`config.mk`:
```
export PLATFORM = sky130hd
export DESIGN_NAME = xmc_out_queue
export DESIGN_NICKNAME = d
export VERILOG_FILES = /design/src/xmc_pkg.sv /design/src/xmc_out_queue.sv
export SDC_FILE = /design/constraint.sdc
export NUM_CORES = 1
export LEC_CHECK = 0
export ABC_CLOCK_PERIOD_IN_PS = 11600
export BUFFER_PORTS_ARGS = -buffer_cell sky130_fd_sc_hd__buf_2
export CORE_ASPECT_RATIO = 1.25
export CORE_MARGIN = 10
export CORE_UTILIZATION = 34
export DETAILED_ROUTE_END_ITERATION = 8
export PLACE_DENSITY = 0.61
export RECOVER_POWER = 50
export SKIP_CTS_REPAIR_TIMING = 1
export SLEW_MARGIN = 0
export SYNTH_ARGS = -nofsm -noshare
export SYNTH_HDL_FRONTEND = slang
export SYNTH_SLANG_ARGS = --single-unit
```
`constraint.sdc`:
```
create_clock -name clk -period 11.6 [get_ports clk]
set_clock_uncertainty 0.2 [all_clocks]
set_input_delay 1.16 -clock clk [delete_from_list [all_inputs] [get_ports clk]]
set_output_delay 1.16 -clock clk [all_outputs]
set_load 0.005 [all_outputs]
```
`src/xmc_pkg.sv`:
```
// shared types, constants and the crc step for the xmodem-crc receiver
// no dependencies; the modules and the testbench import this package
package xmc_pkg;

  localparam int BufferBytes = 1024;
  localparam int AddrW = $clog2(BufferBytes);
  localparam bit LongBlocksOk = (BufferBytes >= 1024);

  // result queue, depth must be a power of two
  localparam int QueueDepth = 8;
  localparam int QPtrW = $clog2(QueueDepth);
  localparam int QCntW = QPtrW + 1;

  typedef enum logic [1:0] {
    CMD_BYTE    = 2'd0,
    CMD_TICK    = 2'd1,
    CMD_READ    = 2'd2,
    CMD_RESTART = 2'd3
  } cmd_t;

  // configuration register indexes
  localparam logic [1:0] RegAllowLong  = 2'd0;
  localparam logic [1:0] RegStartRetry = 2'd1;
  localparam logic [1:0] RegTimeout    = 2'd2;
  localparam logic [1:0] RegErrLimit   = 2'd3;

  localparam logic        AllowLongRst  = 1'b1;
  localparam logic [15:0] StartRetryRst = 16'd500;
  localparam logic [15:0] TimeoutRst    = 16'd1000;
  localparam logic [7:0]  ErrLimitRst   = 8'd10;

  // link control characters
  localparam logic [7:0] ChSoh = 8'h01;
  localparam logic [7:0] ChStx = 8'h02;
  localparam logic [7:0] ChEot = 8'h04;
  localparam logic [7:0] ChAck = 8'h06;
  localparam logic [7:0] ChNak = 8'h15;
  localparam logic [7:0] ChCan = 8'h18;
  localparam logic [7:0] ChC   = 8'h43;

  localparam logic [10:0] ShortLen = 11'd128;
  localparam logic [10:0] LongLen  = 11'd1024;
  localparam logic [15:0] CrcPoly  = 16'h1021;

  typedef struct packed {
    logic [7:0]  send_byte;
    logic        packet_complete;
    logic        packet_delivered;
    logic [31:0] block_number;
    logic [10:0] packet_length;
    logic [7:0]  read_data;
    logic [3:0]  protocol_state;
    logic        last;
  } res_t;

  // results of one accepted word, registered on acceptance
  typedef struct packed {
    logic valid;
    logic two;
    logic rd;
    res_t r0;
    res_t r1;
  } stage_t;

  typedef struct packed {
    logic             we;
    logic [AddrW-1:0] addr;
    logic [7:0]       data;
  } ram_wr_t;

  function automatic logic [15:0] crc16_byte(logic [15:0] c, logic [7:0] b);
    logic [15:0] x;
    x = c ^ {b, 8'h00};
    for (int i = 0; i < 8; i++) begin
      x = x[15] ? ((x << 1) ^ CrcPoly) : (x << 1);
    end
    return x;
  endfunction

endpackage

```
`src/xmc_out_queue.sv`:
```
// result queue: takes one or two result words a cycle, hands out one
// depends on xmc_pkg
module xmc_out_queue import xmc_pkg::*; (
  input  logic             clk,
  input  logic             rst,
  input  logic [1:0]       push_n,
  input  res_t             d0,
  input  res_t             d1,
  input  logic             pop,
  output res_t             head,
  output logic             not_empty,
  output logic [QCntW-1:0] cnt
);

  res_t             entries [QueueDepth];
  logic [QPtrW-1:0] wr_ptr, rd_ptr;
  logic [QPtrW-1:0] wr_ptr_next, rd_ptr_next;
  logic [QCntW-1:0] cnt_next;

  assign head = entries[rd_ptr];
  assign not_empty = (cnt != '0);
  assign wr_ptr_next = wr_ptr + QPtrW'(push_n);
  assign rd_ptr_next = rd_ptr + QPtrW'(pop);
  assign cnt_next = cnt + QCntW'(push_n) - QCntW'(pop);

  always_ff @(posedge clk) begin
    if (rst) begin
      wr_ptr <= '0;
      rd_ptr <= '0;
      cnt <= '0;
    end else begin
      wr_ptr <= wr_ptr_next;
      rd_ptr <= rd_ptr_next;
      cnt <= cnt_next;
    end
    if (push_n != 2'd0) begin
      entries[wr_ptr] <= d0;
    end
    if (push_n == 2'd2) begin
      entries[wr_ptr + QPtrW'(1)] <= d1;
    end
  end

`ifndef SYNTHESIS
  assert property (@(posedge clk) disable iff (rst) cnt <= QCntW'(QueueDepth))
    else $error("result queue count beyond depth");

  // admission control upstream must leave room for every push
  assert property (@(posedge clk) disable iff (rst)
    (push_n != 2'd0) |-> ((QCntW + 1)'(cnt) + (QCntW + 1)'(push_n)
                          <= (QCntW + 1)'(QueueDepth) + (QCntW + 1)'(pop)))
    else $error("result queue overflow");

  assert property (@(posedge clk) disable iff (rst)
    (cnt == '0) |-> (rd_ptr == wr_ptr))
    else $error("empty queue with pointers apart");
`endif

endmodule

```
==> flow_summary.json <==
{
  "outcome": "complete, but fails checks",
  "failed_checks": "capacitance limit, slew limit",
  "synth_top_area_share": 0.594,
  "cpPeakStageDelay_ns": 2.66,
  "dp_hpwl_mm": 41.4,
  "drive_above_1_share": 0.610,
  "cts.clk_slew.worst_paths_ns": 0.06,
  "clock-sinks": 538,
  "dieArea_um2": 90100,
  "synth.cell_area_um2": 26700,
  "synth_top_cells_by_area": "edfxtp_1, mux2_2, mux4_2, buf_2, dfxtp_1",
  "fp.dieW_um": 271,
  "required_ns": 10.24,
  "setup_tns_ns": 0,
  "coreArea_um2": 77600,
  "final_common_cell": "mux2_2",
  "die_h_um": 333,
  "routed_wl_mm": 74.5,
  "synthCells": 1429,
  "rrSetupSlack_ns": 5.41,
  "grt_use_total": 0.163,
  "ys_seq_elements": 538,
  "power.density_nw_per_um2": 164,
  "setup_viol": 0,
  "hold_viol": 0,
  "crit_family": "buffers and inverters",
  "cp_cell_sequence": "clkbuf_1 -> buf_4 -> mux4_2 -> mux2_2 -> buf_2",
  "path_buf_inv": 3,
  "min_period_ns": 7.34,
  "grt_pass1_wl_mm": 110,
  "avgViaCountPerCell": 5.29,
  "numCtsBuffers": 57,
  "start_kind": "flip-flop",
  "max_freq_ghz": 0.136,
  "holdPathEnd": "wr_ptr[2]",
  "ant_nets": 0,
  "final_cell_mix": "mux2_2, edfxtp_1, buf_2, mux4_2, clkbuf_16",
  "end_kind": "output pin",
  "cp_max_fo": 40,
  "area_growth_pct": 14.8,
  "yosysSeqAreaShare": 0.602,
  "grt_pass1_vias": 15900,
  "gp_congestion": 0.728,
  "regArea_um2": 16100,
  "synth_edf_count": 528,
  "fillers": 7167,
  "synth_area_leader_cell": "edfxtp_1",
  "tightest_slew_ns": 3.72,
  "design.portCount": 208,
  "r2r_end": "entries[3][39]",
  "async_reset_ff_frac": 0,
  "drtIter0Drc": 1032,
  "htreeDepth": 2,
  "r2r_start": "wr_ptr[0]",
  "synth_cell_types": 31,
  "yosysWarnings": 0,
  "ir_drop_v": 0.000116,
  "place_area_um2": 29000,
  "clockRootBuffer": "clkbuf_16",
  "fin_crit_sh": 0.633,
  "cts_tree": "done",
  "start_util": 0.344,
  "routedWlPerCell_um": 27.3,
  "reg2reg_depth": 6,
  "grt_antenna_before_repair": 22,
  "drc_errors": 0,
  "insertion_delay_ns": 0.62,
  "slew_viol_final": 635,
  "vias": 14400,
  "synth_nets": 1578,
  "synth.avg_cell_area_um2": 18.7,
  "port-buffer-count": 207,
  "crit_type": "reg2out",
  "ys.flop_type": "edfxtp_1",
  "p_leak_nw": 10.1,
  "multi_input_area_um2": 10200,
  "first_pass_iters": 5,
  "grt_max_degree": 62,
  "cp_num_cells": 5,
  "final_area_um2": 30600,
  "slowest_stage": "clkbuf_1",
  "hold_path.startpoint": "wr_ptr[2]",
  "globalRouteOverflowTotal": 0,
  "hold_depth": 2,
  "arrival_ns": 5.98,
  "rsz0062_at_grt": "false",
  "fin_util": 0.395,
  "cap_viol_max_count": 19,
  "num_rows": 114,
  "hold_class": "reg2reg",
  "fin_nets": 1781,
  "slew_headroom": -1.48,
  "cts_buffer_depth": 3
}
routing by layer:
metal | vias up | part of all wire | GRT usage
met3 | 116 | 0.051 | 0.0344
met1 | 7658 | 0.42 | 0.208
met5 | - | 0.0029 | 0
met2 | 327 | 0.50 | 0.281
li1 | 6279 | - | -
met4 | 30 | 0.018 | 0.0394
through the flow:
step	cells	power (W)	setup slack, ns	hold slack, ns
detailed placement	2617	0.00326	6.81	0.521
global route	2723	0.00524	3.51	0.567
finish	2723	0.00503	4.26	0.524
global placement	2617	0.00324	6.84	0.529
CTS	2719	0.00510	6.13	0.533
floorplan	1429	0.00293	4.62	0.345
sequential cells by signal, indices dropped and copies added, names as in the netlist:
register,flops
entries,528
rd_ptr,3
wr_ptr,3
cnt,4
cell usage after synthesis, drive strengths merged, types with 2 or more instances:
cell type	number
mux2	594
edfxtp	528
mux4	132
buf	76
clkbuf	19
inv	12
dfxtp	10
ha	10
nor2	8
nand2	6
o21ai	5
nand3	4
nor2b	4
xor2	3
a21oi	2
fa	2
nand2b	2
o22ai	2
o31ai	2
xnor2	2
worst max path at each step:
stage | startpoint | endpoint | slack [ns]
finish | rd_ptr[0] | head[43] | 4.26
global placement | rd_ptr[0] | head[32] | 6.84
detailed placement | rd_ptr[0] | head[32] | 6.81
CTS | rd_ptr[0] | head[32] | 6.13
global route | rd_ptr[0] | head[38] | 3.51
floorplan | push_n[1] | entries[1][0] | 4.62
tightest hold or removal path, stage by stage (launching register included):
cell	delay, ns
dfxtp_1	0.42
xor2_1	0.20
nor2_1	0.05
where the power goes:
group          internal (W)  switching (W)  total (W)
clock network       0.00106       0.000780    0.00184
logic              0.000371       0.000429   0.000800
registers           0.00235      0.0000466    0.00239
area by class of cell:
class / instances / share of cell area
flip-flops and latches: 538 / 0.524
multi-input cells: 784 / 0.331
clock buffers: 68 / 0.0479
well taps: 1044 / 0.0426
repair buffers: 239 / 0.0396
clock inverters: 34 / 0.0123
inverters: 12 / 0.00147
diodes: 4 / 0.000327
logic make-up after synthesis:
logic type / share of synthesized area
XOR/XNOR: 0.00220
flip-flops: 0.602
buffers and inverters: 0.0192
AND/OR/NAND/NOR: 0.00553
AO/OA/AOI/OAI: 0.00295
adder cells (fa/ha/maj): 0.00619
multiplexers: 0.362
No activity file was read; power rests on OpenSTA's default activity.
