## src/xmc_pkg.sv

```systemverilog
// shared types, constants and the crc step for the xmodem-crc receiver
// no dependencies; the modules and the testbench import this package
package xmc_pkg;

  localparam int BufferBytes = 1024;
  localparam int AddrW = $clog2(BufferBytes);
  localparam bit LongBlocksOk = (BufferBytes >= 1024);

  // result queue, depth must be a power of two
  localparam int QueueDepth = 8;
  localparam int QPtrW = $clog2(QueueDepth);
  localparam int QCntW = QPtrW + 1;

  typedef enum logic [1:0] {
    CMD_BYTE    = 2'd0,
    CMD_TICK    = 2'd1,
    CMD_READ    = 2'd2,
    CMD_RESTART = 2'd3
  } cmd_t;

  // configuration register indexes
  localparam logic [1:0] RegAllowLong  = 2'd0;
  localparam logic [1:0] RegStartRetry = 2'd1;
  localparam logic [1:0] RegTimeout    = 2'd2;
  localparam logic [1:0] RegErrLimit   = 2'd3;

  localparam logic        AllowLongRst  = 1'b1;
  localparam logic [15:0] StartRetryRst = 16'd500;
  localparam logic [15:0] TimeoutRst    = 16'd1000;
  localparam logic [7:0]  ErrLimitRst   = 8'd10;

  // link control characters
  localparam logic [7:0] ChSoh = 8'h01;
  localparam logic [7:0] ChStx = 8'h02;
  localparam logic [7:0] ChEot = 8'h04;
  localparam logic [7:0] ChAck = 8'h06;
  localparam logic [7:0] ChNak = 8'h15;
  localparam logic [7:0] ChCan = 8'h18;
  localparam logic [7:0] ChC   = 8'h43;

  localparam logic [10:0] ShortLen = 11'd128;
  localparam logic [10:0] LongLen  = 11'd1024;
  localparam logic [15:0] CrcPoly  = 16'h1021;

  typedef struct packed {
    logic [7:0]  send_byte;
    logic        packet_complete;
    logic        packet_delivered;
    logic [31:0] block_number;
    logic [10:0] packet_length;
    logic [7:0]  read_data;
    logic [3:0]  protocol_state;
    logic        last;
  } res_t;

  // results of one accepted word, registered on acceptance
  typedef struct packed {
    logic valid;
    logic two;
    logic rd;
    res_t r0;
    res_t r1;
  } stage_t;

  typedef struct packed {
    logic             we;
    logic [AddrW-1:0] addr;
    logic [7:0]       data;
  } ram_wr_t;

  function automatic logic [15:0] crc16_byte(logic [15:0] c, logic [7:0] b);
    logic [15:0] x;
    x = c ^ {b, 8'h00};
    for (int i = 0; i < 8; i++) begin
      x = x[15] ? ((x << 1) ^ CrcPoly) : (x << 1);
    end
    return x;
  endfunction

endpackage

```

## src/xmc_ctrl.sv

```systemverilog
// framing and timer control: protocol state, running crc, config registers
// depends on xmc_pkg; drives the payload ram write port and the result stage
module xmc_ctrl import xmc_pkg::*; (
  input  logic             clk,
  input  logic             rst,
  input  logic             acc,
  input  logic [1:0]       command,
  input  logic [7:0]       rx_data,
  input  logic [9:0]       read_index,
  input  logic             cfg_we,
  input  logic [1:0]       cfg_index,
  input  logic [15:0]      cfg_data,
  output ram_wr_t          wr,
  output logic             rd_en,
  output logic [AddrW-1:0] rd_addr,
  output stage_t           stage
);

  typedef enum logic [3:0] {
    PH_START   = 4'd0,
    PH_HEADER  = 4'd1,
    PH_NUMBER  = 4'd2,
    PH_COMPL   = 4'd3,
    PH_DATA    = 4'd4,
    PH_CRCHI   = 4'd5,
    PH_CRCLO   = 4'd6,
    PH_READY   = 4'd7,
    PH_SUCCESS = 4'd8,
    PH_FAILURE = 4'd9
  } phase_t;

  phase_t      phase, phase_next;
  logic [31:0] expected_block, expected_block_next;
  logic [10:0] block_length, block_length_next;
  logic [10:0] fill_position, fill_position_next;
  logic        is_repeat, is_repeat_next;
  logic [15:0] received_check, received_check_next;
  logic [15:0] running_check, running_check_next;
  logic [7:0]  fault_count, fault_count_next;
  logic [15:0] elapsed_ms, elapsed_ms_next;
  logic        allow_long;
  logic [15:0] start_retry;
  logic [15:0] pkt_timeout;
  logic [7:0]  err_limit;
  stage_t      stage_next;

  logic [7:0]  nxt_b, cur_b, want_b;
  logic [15:0] el_inc, el_a;
  logic        ev_c, ev_to, ev_can, ev_ack;
  logic [7:0]  fault_a;
  phase_t      ph_a;
  logic [10:0] fill_inc;
  logic        in_range;
  res_t        r_empty;

  assign nxt_b = expected_block[7:0] + 8'd1;
  assign cur_b = expected_block[7:0];
  assign want_b = ~(is_repeat ? cur_b : nxt_b);
  assign fill_inc = fill_position + 11'd1;
  assign in_range = ({1'b0, read_index} < 11'(BufferBytes));

  // tick event chain, in the order the events are checked
  assign el_inc = (elapsed_ms != 16'hFFFF) ? elapsed_ms + 16'd1 : elapsed_ms;
  assign ev_c = (phase == PH_START) && (el_inc > start_retry);
  assign el_a = ev_c ? 16'd0 : el_inc;
  assign ev_to = (el_a > pkt_timeout);
  assign fault_a = (ev_to && fault_count != 8'hFF) ? fault_count + 8'd1 : fault_count;
  assign ph_a = ev_to ? PH_HEADER : phase;
  assign ev_can = (fault_a >= err_limit);
  assign ev_ack = !ev_can && (ph_a == PH_READY);

  assign wr.we = acc && (command == CMD_BYTE) && (phase == PH_DATA)
                 && (fill_position < 11'(BufferBytes));
  assign wr.addr = fill_position[AddrW-1:0];
  assign wr.data = rx_data;
  assign rd_en = acc && (command == CMD_READ) && in_range;
  assign rd_addr = read_index[AddrW-1:0];

  always_comb begin
    phase_next = phase;
    expected_block_next = expected_block;
    block_length_next = block_length;
    fill_position_next = fill_position;
    is_repeat_next = is_repeat;
    received_check_next = received_check;
    running_check_next = running_check;
    fault_count_next = fault_count;
    elapsed_ms_next = elapsed_ms;

    r_empty = '0;
    r_empty.protocol_state = phase;
    stage_next = '0;
    stage_next.valid = acc;
    stage_next.r0 = r_empty;
    stage_next.r0.last = 1'b1;

    unique case (cmd_t'(command))
      CMD_BYTE: begin
        unique case (phase)
          PH_START, PH_HEADER: begin
            priority if (rx_data == ChSoh) begin
              phase_next = PH_NUMBER;
              block_length_next = ShortLen;
            end else if (rx_data == ChStx && allow_long && LongBlocksOk) begin
              phase_next = PH_NUMBER;
              block_length_next = LongLen;
            end else if (rx_data == ChEot) begin
              phase_next = PH_SUCCESS;
              stage_next.r0.send_byte = ChAck;
            end
          end
          PH_NUMBER: begin
            priority if (rx_data == nxt_b) begin
              phase_next = PH_COMPL;
              is_repeat_next = 1'b0;
            end else if (rx_data == cur_b) begin
              phase_next = PH_COMPL;
              is_repeat_next = 1'b1;
            end else if (rx_data == ChSoh || rx_data == ChStx) begin
              phase_next = PH_NUMBER;
            end else begin
              phase_next = PH_HEADER;
            end
          end
          PH_COMPL: begin
            priority if (rx_data == want_b) begin
              fill_position_next = '0;
              running_check_next = '0;
              phase_next = PH_DATA;
            end else if (rx_data == ChSoh || rx_data == ChStx) begin
              phase_next = PH_NUMBER;
            end else begin
              phase_next = PH_HEADER;
            end
          end
          PH_DATA: begin
            running_check_next = crc16_byte(running_check, rx_data);
            fill_position_next = fill_inc;
            if (fill_inc >= block_length) begin
              phase_next = PH_CRCHI;
            end
          end
          PH_CRCHI: begin
            received_check_next = {rx_data, 8'h00};
            phase_next = PH_CRCLO;
          end
          PH_CRCLO: begin
            received_check_next = {received_check[15:8], rx_data};
            if ({received_check[15:8], rx_data} != running_check) begin
              fault_count_next = (fault_count != 8'hFF) ? fault_count + 8'd1 : fault_count;
              phase_next = PH_HEADER;
              stage_next.r0.send_byte = ChNak;
            end else begin
              phase_next = is_repeat ? PH_HEADER : PH_READY;
            end
          end
          default: begin
            // ready and done phases ignore received bytes
          end
        endcase
        stage_next.r0.protocol_state = phase_next;
        stage_next.r0.packet_complete = (phase_next == PH_READY);
      end

      CMD_TICK: begin
        if (phase != PH_SUCCESS && phase != PH_FAILURE) begin
          fault_count_next = fault_a;
          phase_next = ev_can ? PH_FAILURE : (ev_ack ? PH_HEADER : ph_a);
          elapsed_ms_next = (ev_c || ev_to || ev_can || ev_ack) ? 16'd0 : el_inc;
          if (ev_ack) begin
            expected_block_next = expected_block + 32'd1;
          end
          // only 'C' or NAK can be followed by CAN on the same tick
          priority if (ev_c) begin
            stage_next.r0.send_byte = ChC;
            stage_next.r0.protocol_state = PH_START;
          end else if (ev_to) begin
            stage_next.r0.send_byte = ChNak;
            stage_next.r0.protocol_state = PH_HEADER;
          end else if (ev_can) begin
            stage_next.r0.send_byte = ChCan;
            stage_next.r0.protocol_state = PH_FAILURE;
          end else if (ev_ack) begin
            stage_next.r0.send_byte = ChAck;
            stage_next.r0.packet_delivered = 1'b1;
            stage_next.r0.block_number = expected_block;
            stage_next.r0.packet_length = block_length;
            stage_next.r0.protocol_state = PH_HEADER;
          end else begin
            stage_next.r0.protocol_state = ph_a;
          end
          if (ev_can && (ev_c || ev_to)) begin
            stage_next.two = 1'b1;
            stage_next.r0.last = 1'b0;
            stage_next.r1 = r_empty;
            stage_next.r1.send_byte = ChCan;
            stage_next.r1.protocol_state = PH_FAILURE;
            stage_next.r1.last = 1'b1;
          end
        end
      end

      CMD_READ: begin
        stage_next.rd = in_range;
      end

      CMD_RESTART: begin
        phase_next = PH_START;
        expected_block_next = '0;
        block_length_next = '0;
        fill_position_next = '0;
        is_repeat_next = 1'b0;
        received_check_next = '0;
        running_check_next = '0;
        fault_count_next = '0;
        elapsed_ms_next = '0;
        stage_next.r0.send_byte = ChC;
        stage_next.r0.protocol_state = PH_START;
      end

      default: begin
      end
    endcase
  end

  always_ff @(posedge clk) begin
    if (rst) begin
      phase <= PH_START;
      expected_block <= '0;
      block_length <= '0;
      fill_position <= '0;
      is_repeat <= 1'b0;
      received_check <= '0;
      running_check <= '0;
      fault_count <= '0;
      elapsed_ms <= '0;
      allow_long <= AllowLongRst;
      start_retry <= StartRetryRst;
      pkt_timeout <= TimeoutRst;
      err_limit <= ErrLimitRst;
      stage.valid <= 1'b0;
    end else begin
      if (acc) begin
        phase <= phase_next;
        expected_block <= expected_block_next;
        block_length <= block_length_next;
        fill_position <= fill_position_next;
        is_repeat <= is_repeat_next;
        received_check <= received_check_next;
        running_check <= running_check_next;
        fault_count <= fault_count_next;
        elapsed_ms <= elapsed_ms_next;
      end
      if (cfg_we) begin
        unique case (cfg_index)
          RegAllowLong:  allow_long <= cfg_data[0];
          RegStartRetry: start_retry <= cfg_data;
          RegTimeout:    pkt_timeout <= cfg_data;
          RegErrLimit:   err_limit <= cfg_data[7:0];
          default: begin
          end
        endcase
      end
      stage.valid <= stage_next.valid;
    end
    if (acc) begin
      stage.two <= stage_next.two;
      stage.rd <= stage_next.rd;
      stage.r0 <= stage_next.r0;
      stage.r1 <= stage_next.r1;
    end
  end

`ifndef SYNTHESIS
  // fault count only falls on restart
  assert property (@(posedge clk) disable iff (rst)
    !(acc && command == CMD_RESTART) |=> (fault_count >= $past(fault_count)))
    else $error("fault count decreased without restart");

  // done phases are left only by restart
  assert property (@(posedge clk) disable iff (rst)
    ((phase == PH_SUCCESS || phase == PH_FAILURE) && !(acc && command == CMD_RESTART))
    |=> (phase == $past(phase)))
    else $error("left a done phase without restart");

  assert property (@(posedge clk) disable iff (rst)
    (stage.valid && stage.r0.packet_delivered) |->
    (stage.r0.send_byte == ChAck
     && (stage.r0.packet_length == ShortLen || stage.r0.packet_length == LongLen)))
    else $error("delivery without ack or with a bad length");
`endif

endmodule

```

## config.mk

```make
export PLATFORM = sky130hd
export DESIGN_NAME = xmc_ctrl
export DESIGN_NICKNAME = d
export VERILOG_FILES = /design/src/xmc_pkg.sv /design/src/xmc_ctrl.sv
export SDC_FILE = /design/constraint.sdc
export NUM_CORES = 1
export LEC_CHECK = 0
export BUFFER_PORTS_ARGS = -buffer_cell sky130_fd_sc_hd__clkbuf_2
export CAP_MARGIN = 40
export CORE_MARGIN = 2
export CORE_UTILIZATION = 45
export CTS_BUF_LIST = sky130_fd_sc_hd__clkbuf_8 sky130_fd_sc_hd__clkbuf_16
export CTS_CLUSTER_SIZE = 12
export DETAILED_ROUTE_END_ITERATION = 10
export PLACE_DENSITY = 0.66
export SLEW_MARGIN = 20
export SYNTH_ARGS = -nofsm -noshare
export SYNTH_HDL_FRONTEND = slang
export SYNTH_SLANG_ARGS = --single-unit
```

## constraint.sdc

```tcl
create_clock -name clk -period 19 [get_ports clk]
set_input_delay 5.7 -clock clk [delete_from_list [all_inputs] [get_ports clk]]
set_output_delay 5.7 -clock clk [all_outputs]
set_load 0.02 [all_outputs]
```

==> impl_metrics.toml, run 1 <==
[place]
dp.cells = 1776
place_hpwl_microns = 21400
io_buffers = 106
gp_congestion = 0.868
dp_slack_ns = 6.24
placed_area_sq_um = 12100

[floorplan]
initial_utilization_pct = 45.9
ios = 207
rows = 59
die_h_microns = 167
die_x_microns = 167
core_region_area_sq_um = 26100
die-area_sq_um = 28000

[sta]
min_period_over_period_pct = 67.2
slew_viol_final = 0
slew_headroom_pct = 45.8
worst_clock_skew_ns = 0.0149
period_minus_slack_ns = 12.77
setup_viol = 0
rsz0062_at_grt = "no"
achievable-frequency_mhz = 78.3
tightestPinTransition_ns = 0.812
final.setup.tns_ns = 0
setup_ws_ns = 6.23
hold_viol = 0
fin_worst_hold_slack_ns = 0.454

[pwr]
p_sw_mw = 0.245
clkPwrFrac_pct = 40.5
power_density_nw_per_um2 = 68.4
internal-power_mw = 0.627
max-vdd-ir-drop_uv = 56.9
power.total_mw = 0.872
comb_power_share_pct = 10.7
sw_frac_of_total_pct = 28.1
seqPwrFrac_pct = 48.9
p_leak_nw = 5.00

[outcome]
violations = "DRC"
status = "finished, violations left"

[logic_synthesis]
synth_cells = 1438
ys_async_sr_fraction_pct = 0
avgSynthCellArea_sq_um = 8.35
ys_ff_latch = 189
syn-cell-area_sq_um = 12000
yosys.area_share.simple_pct = 22.3
synth_compound_area_share_pct = 17.9
synth-seq-area-share_pct = 35.6
synth-xor-area-share_pct = 5.55
muxShareOfSynthArea_pct = 0.688
synthTopCellsByArea = "dfxtp_1 (23%), edfxtp_1 (12%), buf_4 (7.6%)"
yosysWarnings = 0
netlist.area_leader.share_pct = 23.3
synth_top_family_by_area = "simple AND/OR/NAND/NOR gates"
synth_fa_ha_area_share_pct = 5.21
ys.flop_type = "dfxtp_1"
yosysTopAreaCell = "dfxtp_1"
synth_edf_count = 49
synth_cell_types = 77

[clock_tree]
ctsRootBufferMaster = "clkbuf_16"
holdBufCountCts = 0
clock_latency_ns = 0.44
numCtsBuffers = 17
post_cts_buffers = 0
cts_resized = 0
cts.clk_slew.worst_paths_ns = 0.07
cts_tree = "built"
clock-sinks = 189
htreeDepth = 4
clockBufferDepth = 2

[critical_path]
reg2reg_depth = 29
cp_common_cell = "clkbuf_2"
crit_buf_inv = 3
startpoint_type = "primary input"
slowest_stage = "ha_1"
cp-end-kind = "output port"
critPathTopFamily = "adder cells"
cp_slowest_stage_delay_ns = 0.50
crit_fanout = 16
critical_path_class = "primary input to output port"
cp.arrival_ns = 7.07
cp_data_required_time_ns = 13.30
cp.depth = 6
path_cells = "clkbuf_2 > inv_1 > ha_1 > nand2_1 > nor3_1 > clkbuf_2"

[detailed_routing]
drc = 16
wl_per_cell_microns = 16.3
vias_per_cell = 5.57
routed_wl_microns = 29600
via_count = 10100
drtAntennaViolNets = 0
drtIter0Drc = 804
drt-pass1-iter-count = 9

[finish]
final_cell_mix = "nand2_1 (156), dfxtp_1 (140), a21oi_1 (134)"
final_common_cell = "nand2_1"
nets = 1553
utilization_pct = 48.8
antenna_cells = 0
area_growth_syn_to_layout_pct = 6.19
fin_area_sq_um = 12700
fin_cells = 1809
drive_gt1_share_pct = 12.1
nFillCells = 2589

[global_route]
antenna_found_initial = 0
grt_overflow = 0
grt_usage_pct = 20.8
grt_max_degree = 78
grt_pass1_vias = 9305
grt_pass1_wl_microns = 47900

[run]
cap_violations = 0

[hold_path]
hold_depth = 2
hp-class = "register to register"
-- metal layers --
metal	track usage, %	routed length, microns	up-vias
li1	-	-	4949
met4	6.84	621	0
met1	27.6	13300	4711
met2	34.3	13700	363
met5	0	0	-
met3	4.07	1980	49
-- area by class of cell --
| type | instances | area [sq um] | share of cell area, % |
|---|---|---|---|
| Sequential cell | 189 | 4270 | 33.5 |
| Inverter | 74 | 278 | 2.18 |
| Tap cell | 335 | 419 | 3.29 |
| Timing Repair Buffer | 121 | 683 | 5.36 |
| Clock inverter | 14 | 125 | 0.982 |
| Clock buffer | 18 | 450 | 3.53 |
| Multi-Input combinational cell | 1058 | 6520 | 51.1 |
-- logic make-up (layout without fill, tap and decap cells) --
family | count (synthesis) | in the layout
AO/OA/AOI/OAI | 327 | 327
flip-flops | 189 | 189
buffers and inverters | 270 | 227
multiplexers | 8 | 8
adder cells (fa/ha/maj) | 50 | 50
other | 1 | 80
AND/OR/NAND/NOR | 517 | 517
XOR/XNOR | 76 | 76
-- synthesized netlist by cell type, drive strengths merged, types with 12 or more instances --
library cell    n
o41ai          14
and2           58
a21oi         134
a31oi          13
or3            24
dfxtp         140
clkbuf         48
xor2           41
xnor2          35
and4           12
o21ai          46
nor3           20
nor2           71
nand2b         12
nand2         156
o211ai         23
ha             50
inv            74
and3           21
edfxtp         49
nand4          20
nor4           12
buf           148
o31ai          17
nand3          73
-- worst paths after layout --
kind / startpoint / endpoint / slack (ns)
min reg2reg: err_limit[2] / err_limit[2] / 0.45
max: command[1] / wr[18] / 6.23
max reg2reg: elapsed_ms[4] / expected_block[5] / 10.28
min: err_limit[2] / err_limit[2] / 0.45
-- power by group through the flow --
stage | Clock [mW] | Sequential [mW] | Combinational (mW)
after detailed placement | 0 | 0.436 | 0.0915
after floorplan | 0 | 0.440 | 0.0779
final | 0.353 | 0.426 | 0.0929
after global routing | 0.374 | 0.427 | 0.102
after global placement | 0 | 0.435 | 0.0895
after CTS | 0.360 | 0.426 | 0.0920
-- tightest hold or removal path, stage by stage, from the launching register on --
cell and delay [ns]:
dfxtp_1 0.31, nand2_1 0.05, a21oi_1 0.05
-- sequential cells by signal (all words and copies together), names as in the netlist --
register,count
allow_long,1
block_length,2
elapsed_ms,16
err_limit,8
expected_block,32
fault_count,8
fill_position,11
is_repeat,1
phase,4
pkt_timeout,16
received_check,8
running_check,16
stage,50
start_retry,16
Note: power is estimated with default switching activity, not from simulation.
==> run 2, diff against run 1 <==
- PLACE_DENSITY: 0.66 -> 0.69
- clock period: 19 -> 11.7 ns (I/O delays scaled with it)
==> run 2 against run 1 <==
Net effect: the flow still finishes with violations (DRC); setup slack worse by 3.1 ns; register-to-register slack worse by 7.1 ns; cell count about the same; critical path depth up 23; clock power up 71%; critical path type is now register to register; critical endpoint is now expected_block[0]; largest cell class unchanged.
==> impl_metrics.toml, run 2 (synthesis gave the netlist of run 1 again) <==
[outcome]
violations = "DRC"
status = "finished, violations left"

[sta]
achievable-frequency_mhz = 117
fin_worst_hold_slack_ns = 0.458
setup_viol = 0
tightestPinTransition_ns = 0.794
worst_clock_skew_ns = 0.0178
slew_headroom_pct = 47.0
final.setup.tns_ns = 0
rsz0062_at_grt = "no"
hold_viol = 0
min_period_over_period_pct = 73.0
slew_viol_final = 0
period_minus_slack_ns = 8.54

[pwr]
sw_frac_of_total_pct = 29.7
internal-power_mw = 1.02
comb_power_share_pct = 10.5
max-vdd-ir-drop_uv = 66.6
clkPwrFrac_pct = 41.7
power.total_mw = 1.45
p_leak_nw = 5.02
seqPwrFrac_pct = 47.9
power_density_nw_per_um2 = 113
p_sw_mw = 0.430

[run]
cap_violations = 0

[detailed_routing]
vias_per_cell = 5.66
drt-pass1-iter-count = 9
via_count = 10200
wl_per_cell_microns = 16.2
drc = 17
drtIter0Drc = 1005
routed_wl_microns = 29300
drtAntennaViolNets = 0

[floorplan]
die_h_microns = 167
initial_utilization_pct = 45.9
rows = 59
core_region_area_sq_um = 26100
die-area_sq_um = 28000
ios = 207
die_x_microns = 167

[clock_tree]
cts.clk_slew.worst_paths_ns = 0.08
clockBufferDepth = 2
htreeDepth = 4
holdBufCountCts = 0
numCtsBuffers = 17
ctsRootBufferMaster = "clkbuf_16"
clock_latency_ns = 0.45
post_cts_buffers = 0
cts_tree = "built"
clock-sinks = 189
cts_resized = 0

[global_route]
grt_overflow = 0
grt_usage_pct = 20.5
grt_max_degree = 71
grt_pass1_wl_microns = 47600
antenna_found_initial = 0
grt_pass1_vias = 9311

[critical_path]
critical_path_class = "register to register"
crit_fanout = 30
r2r-start = "elapsed_ms[4]"
cp.arrival_ns = 8.86
cp_common_cell = "ha_1"
crit_start = "elapsed_ms[4]"
slowest_stage = "a31o_2"
cp_data_required_time_ns = 12.02
cp-end-kind = "register"
cp_slowest_stage_delay_ns = 0.68
timing.rr.end = "expected_block[0]"
cp-endpoint = "expected_block[0]"
startpoint_type = "register"
reg2reg_depth = 29
r2r_slack_ns = 3.16

[finish]
final_cell_mix = "nand2_1 (156), dfxtp_1 (140), a21oi_1 (134)"
largest_reg_flops = 50
nets = 1554
final_common_cell = "nand2_1"
largest-register = "stage"
area_growth_syn_to_layout_pct = 6.70
utilization_pct = 49.0
antenna_cells = 0
top_regs = "stage: 50 flops, expected_block: 32 flops"
drive_gt1_share_pct = 12.3

[hold_path]
hold_start = "pkt_timeout[10]"
hp-class = "register to register"

[place]
io_buffers = 106
place_hpwl_microns = 20900
gp_congestion = 0.878
[run 2: stage by stage]
step                cell area, sq um  instances  setup slack [ns]
global placement               12100       1769              3.30
floorplan                      12300       1517              3.58
CTS                            12800       1807              3.06
detailed placement             12200       1775              3.10
global route                   12800       1810              2.60
finish                         12800       1810              3.16
[run 2: cell type report]
type / count / area (sq um)
Inverter: 74 / 278
Sequential cell: 189 / 4270
Timing Repair Buffer: 122 / 709
Tap cell: 335 / 419
Clock inverter: 15 / 185
Fill cell: 2491 / 13300
Clock buffer: 17 / 425
Multi-Input combinational cell: 1058 / 6520
[run 2: worst max-delay path: cells and delay by family (launching register included)]
kind	cells	cell delay, ns
AOI/OAI and AO/OA	13	3.67
and+or+nand+nor	10	2.49
adders and majority gates	3	0.80
muxes	2	0.79
DFF	1	0.45
buffers and inverters	1	0.17
[run 2: power groups by stage]
| stage | sequential (mW) | combinational (mW) | clock [mW] |
|---|---|---|---|
| finish | 0.692 | 0.152 | 0.603 |
| CTS | 0.692 | 0.150 | 0.612 |
| detailed placement | 0.708 | 0.149 | 0 |
| global placement | 0.707 | 0.145 | 0 |
| global route | 0.694 | 0.165 | 0.637 |
| floorplan | 0.714 | 0.126 | 0 |
[run 2: worst min path at each step]
stage | to | slack, ns | depth (start not counted)
after floorplan | err_limit[2] | 0.44 | 2
after global placement | start_retry[9] | 0.45 | 2
after detailed placement | pkt_timeout[10] | 0.45 | 2
after CTS | pkt_timeout[10] | 0.46 | 2
after global routing | err_limit[6] | 0.47 | 2
final | pkt_timeout[10] | 0.46 | 2
[run 2: metal layers]
| metal | wire, microns | up-vias | global-route usage [%] |
|---|---|---|---|
| met5 | 0 | - | 0 |
| met4 | 729 | 0 | 7.18 |
| met3 | 1710 | 59 | 3.31 |
| met2 | 13500 | 351 | 33.4 |
| met1 | 13400 | 4875 | 27.7 |
| li1 | - | 4952 | - |
==> run 3, diff against run 2 <==
- ABC_AREA: not set -> 1
- PLACE_DENSITY: 0.69 -> 0.66
- clock period: 11.7 -> 8.62 ns (I/O delays scaled with it)
==> run 3 against run 2 <==
Net effect: the run now ends clean; sequential cell count stayed put; critical path depth is 13 higher; sequential power is 39% higher; synthesized cell count is 21% higher; register-to-register slack worse by 2.3 ns; clock skew is 0.0014 ns lower; global-route usage is 0.67 points higher; non-clock buffer count is 6 lower; synthesized area is 2.3% higher; maximum frequency is 10% higher; critical path type unchanged; highest routed layer unchanged.
==> impl_metrics.toml, run 3 <==
[finish]
final_cell_mix = "nand2_1 (377), inv_1 (205), nor2_1 (193)"
nets = 1874
nFillCells = 2724
top_regs = "stage: 50 flops, expected_block: 32 flops"
antenna_cells = 0
final_common_cell = "nand2_1"
area_growth_syn_to_layout_pct = 6.95
drive_gt1_share_pct = 10.8
largest_reg_flops = 50
utilization_pct = 48.9
largest-register = "stage"

[pwr]
power_density_nw_per_um2 = 160
p_leak_nw = 5.80
max-vdd-ir-drop_uv = 93.9
power.total_mw = 2.10

[logic_synthesis]
ys_ff_latch = 189
synthTopCellsByArea = "dfxtp_1 (23%), edfxtp_1 (12%), nand2_1 (12%)"
netlist.area_leader.share_pct = 22.8
yosysWarnings = 0
yosysTopAreaCell = "dfxtp_1"
syn-cell-area_sq_um = 12300
synth_edf_count = 49
synth_cells = 1739
synth_cell_types = 44
synth-seq-area-share_pct = 34.8
ys_async_sr_fraction_pct = 0
ys_top_cells_by_count = "nand2_1 (377), inv_1 (205), nor2_1 (193), a21oi_1 (168), dfxtp_1 (140)"
synth_most_common_cell = "nand2_1"
ys.flop_type = "dfxtp_1"
avgSynthCellArea_sq_um = 7.06

[clock_tree]
cts_tree = "built"
clock-sinks = 189
ctsRootBufferMaster = "clkbuf_16"
cts.clk_slew.worst_paths_ns = 0.08
htreeDepth = 4
cts_resized = 0
holdBufCountCts = 0
clock_latency_ns = 0.46
post_cts_buffers = 0
clockBufferDepth = 2
numCtsBuffers = 17

[global_route]
grt_overflow = 0
grt_max_degree = 55
grt_pass1_wl_microns = 49300
antenna_found_initial = 0
grt_pass1_vias = 9942
grt_usage_pct = 21.2

[sta]
hold_viol = 0
worst_clock_skew_ns = 0.0164
slew_viol_final = 0
achievable-frequency_mhz = 129
final.setup.tns_ns = 0
tightestPinTransition_ns = 0.832
slew_headroom_pct = 44.4
rsz0062_at_grt = "no"
min_period_over_period_pct = 90.0
setup_viol = 0
setup_ws_ns = 0.860
period_minus_slack_ns = 7.76

[floorplan]
die-area_sq_um = 28600
core_region_area_sq_um = 26900
ios = 207
rows = 60
initial_utilization_pct = 45.7
die_x_microns = 169
die_h_microns = 169

[critical_path]
cp_slowest_stage_delay_ns = 0.46
critical_path_class = "register to register"
cp_common_cell = "nand2_1"
crit_fanout = 17
r2r-start = "elapsed_ms[0]"
reg2reg_depth = 42
cp.arrival_ns = 8.09
cp_data_required_time_ns = 8.95
timing.rr.end = "expected_block[31]"
cp-end-kind = "register"
r2r_slack_ns = 0.86
startpoint_type = "register"
slowest_stage = "nand2_1"

[detailed_routing]
drtIter0Drc = 839
drc = 0
drt-pass1-iter-count = 5
via_count = 10800
routed_wl_microns = 30300
vias_per_cell = 5.05
drtAntennaViolNets = 0
wl_per_cell_microns = 14.2

[hold_path]
holdPathEnd = "start_retry[10]"
hp-class = "register to register"
hold_depth = 2
hold_start = "start_retry[10]"

[run]
cap_violations = 0

[place]
io_buffers = 106
place_hpwl_microns = 22400
dp_slack_ns = 0.948
gp_congestion = 0.893

[outcome]
status = "finished clean"
[run 3: worst max-delay path, delay by kind of cell (launching register included)]
kind | cells | cell delay (ns)
simple gates | 25 | 3.53
buf+inv | 5 | 1.18
fa+ha+maj | 4 | 1.12
compound gates | 7 | 1.01
flops | 1 | 0.41
xor+xnor | 1 | 0.38
[run 3: power breakdown]
group | internal [mW] | switching [mW]
sequential | 0.942 | 0.0228
combinational | 0.0904 | 0.229
clock | 0.398 | 0.421
[run 3: worst max-delay path by stage]
| stage | endpoint | cells past startpoint | from |
|---|---|---|---|
| 3_5_place_dp | expected_block[14] | 42 | elapsed_ms[0] |
| 5_1_grt | expected_block[2] | 42 | elapsed_ms[0] |
| 6_report | expected_block[31] | 42 | elapsed_ms[0] |
| 3_3_place_gp | expected_block[0] | 41 | elapsed_ms[0] |
| 4_1_cts | expected_block[14] | 42 | elapsed_ms[0] |
| 2_1_floorplan | wr[18] | 5 | command[1] |
[run 3: per-layer routing]
metal / up-vias / wire length [microns] / GRT usage, %
li1: 5510 / - / -
met1: 4915 / 14000 / 28.4
met2: 322 / 14300 / 35.5
met3: 43 / 1530 / 3.15
met4: 0 / 561 / 6.54
met5: - / 0 / 0
[run 3: cells by family after synthesis]
group / Yosys count / share of synthesized area (%)
xor+xnor: 80 / 5.71
compound gates: 273 / 12.2
buf+inv: 384 / 15.7
other cells: 1 / 0.0305
fa+ha+maj: 50 / 5.10
simple gates: 762 / 26.4
flops: 189 / 34.8
[run 3: final cells by class]
class | count | area (sq um) | area share, %
clock buffer | 17 | 425 | 3.24
inverter | 213 | 802 | 6.11
multi-input combinational | 1245 | 6370 | 48.5
clock inverter | 15 | 189 | 1.44
sequential | 189 | 4270 | 32.6
tap | 341 | 427 | 3.25
timing repair buffer | 116 | 646 | 4.92
[run 3: stage by stage]
step / hold slack (ns) / area (sq um) / cells
2_1_floorplan: 0.435 / 12600 / 1818
3_3_place_gp: 0.451 / 12400 / 2100
3_5_place_dp: 0.455 / 12500 / 2103
4_1_cts: 0.467 / 13100 / 2135
5_1_grt: 0.497 / 13100 / 2136
6_report: 0.462 / 13100 / 2136
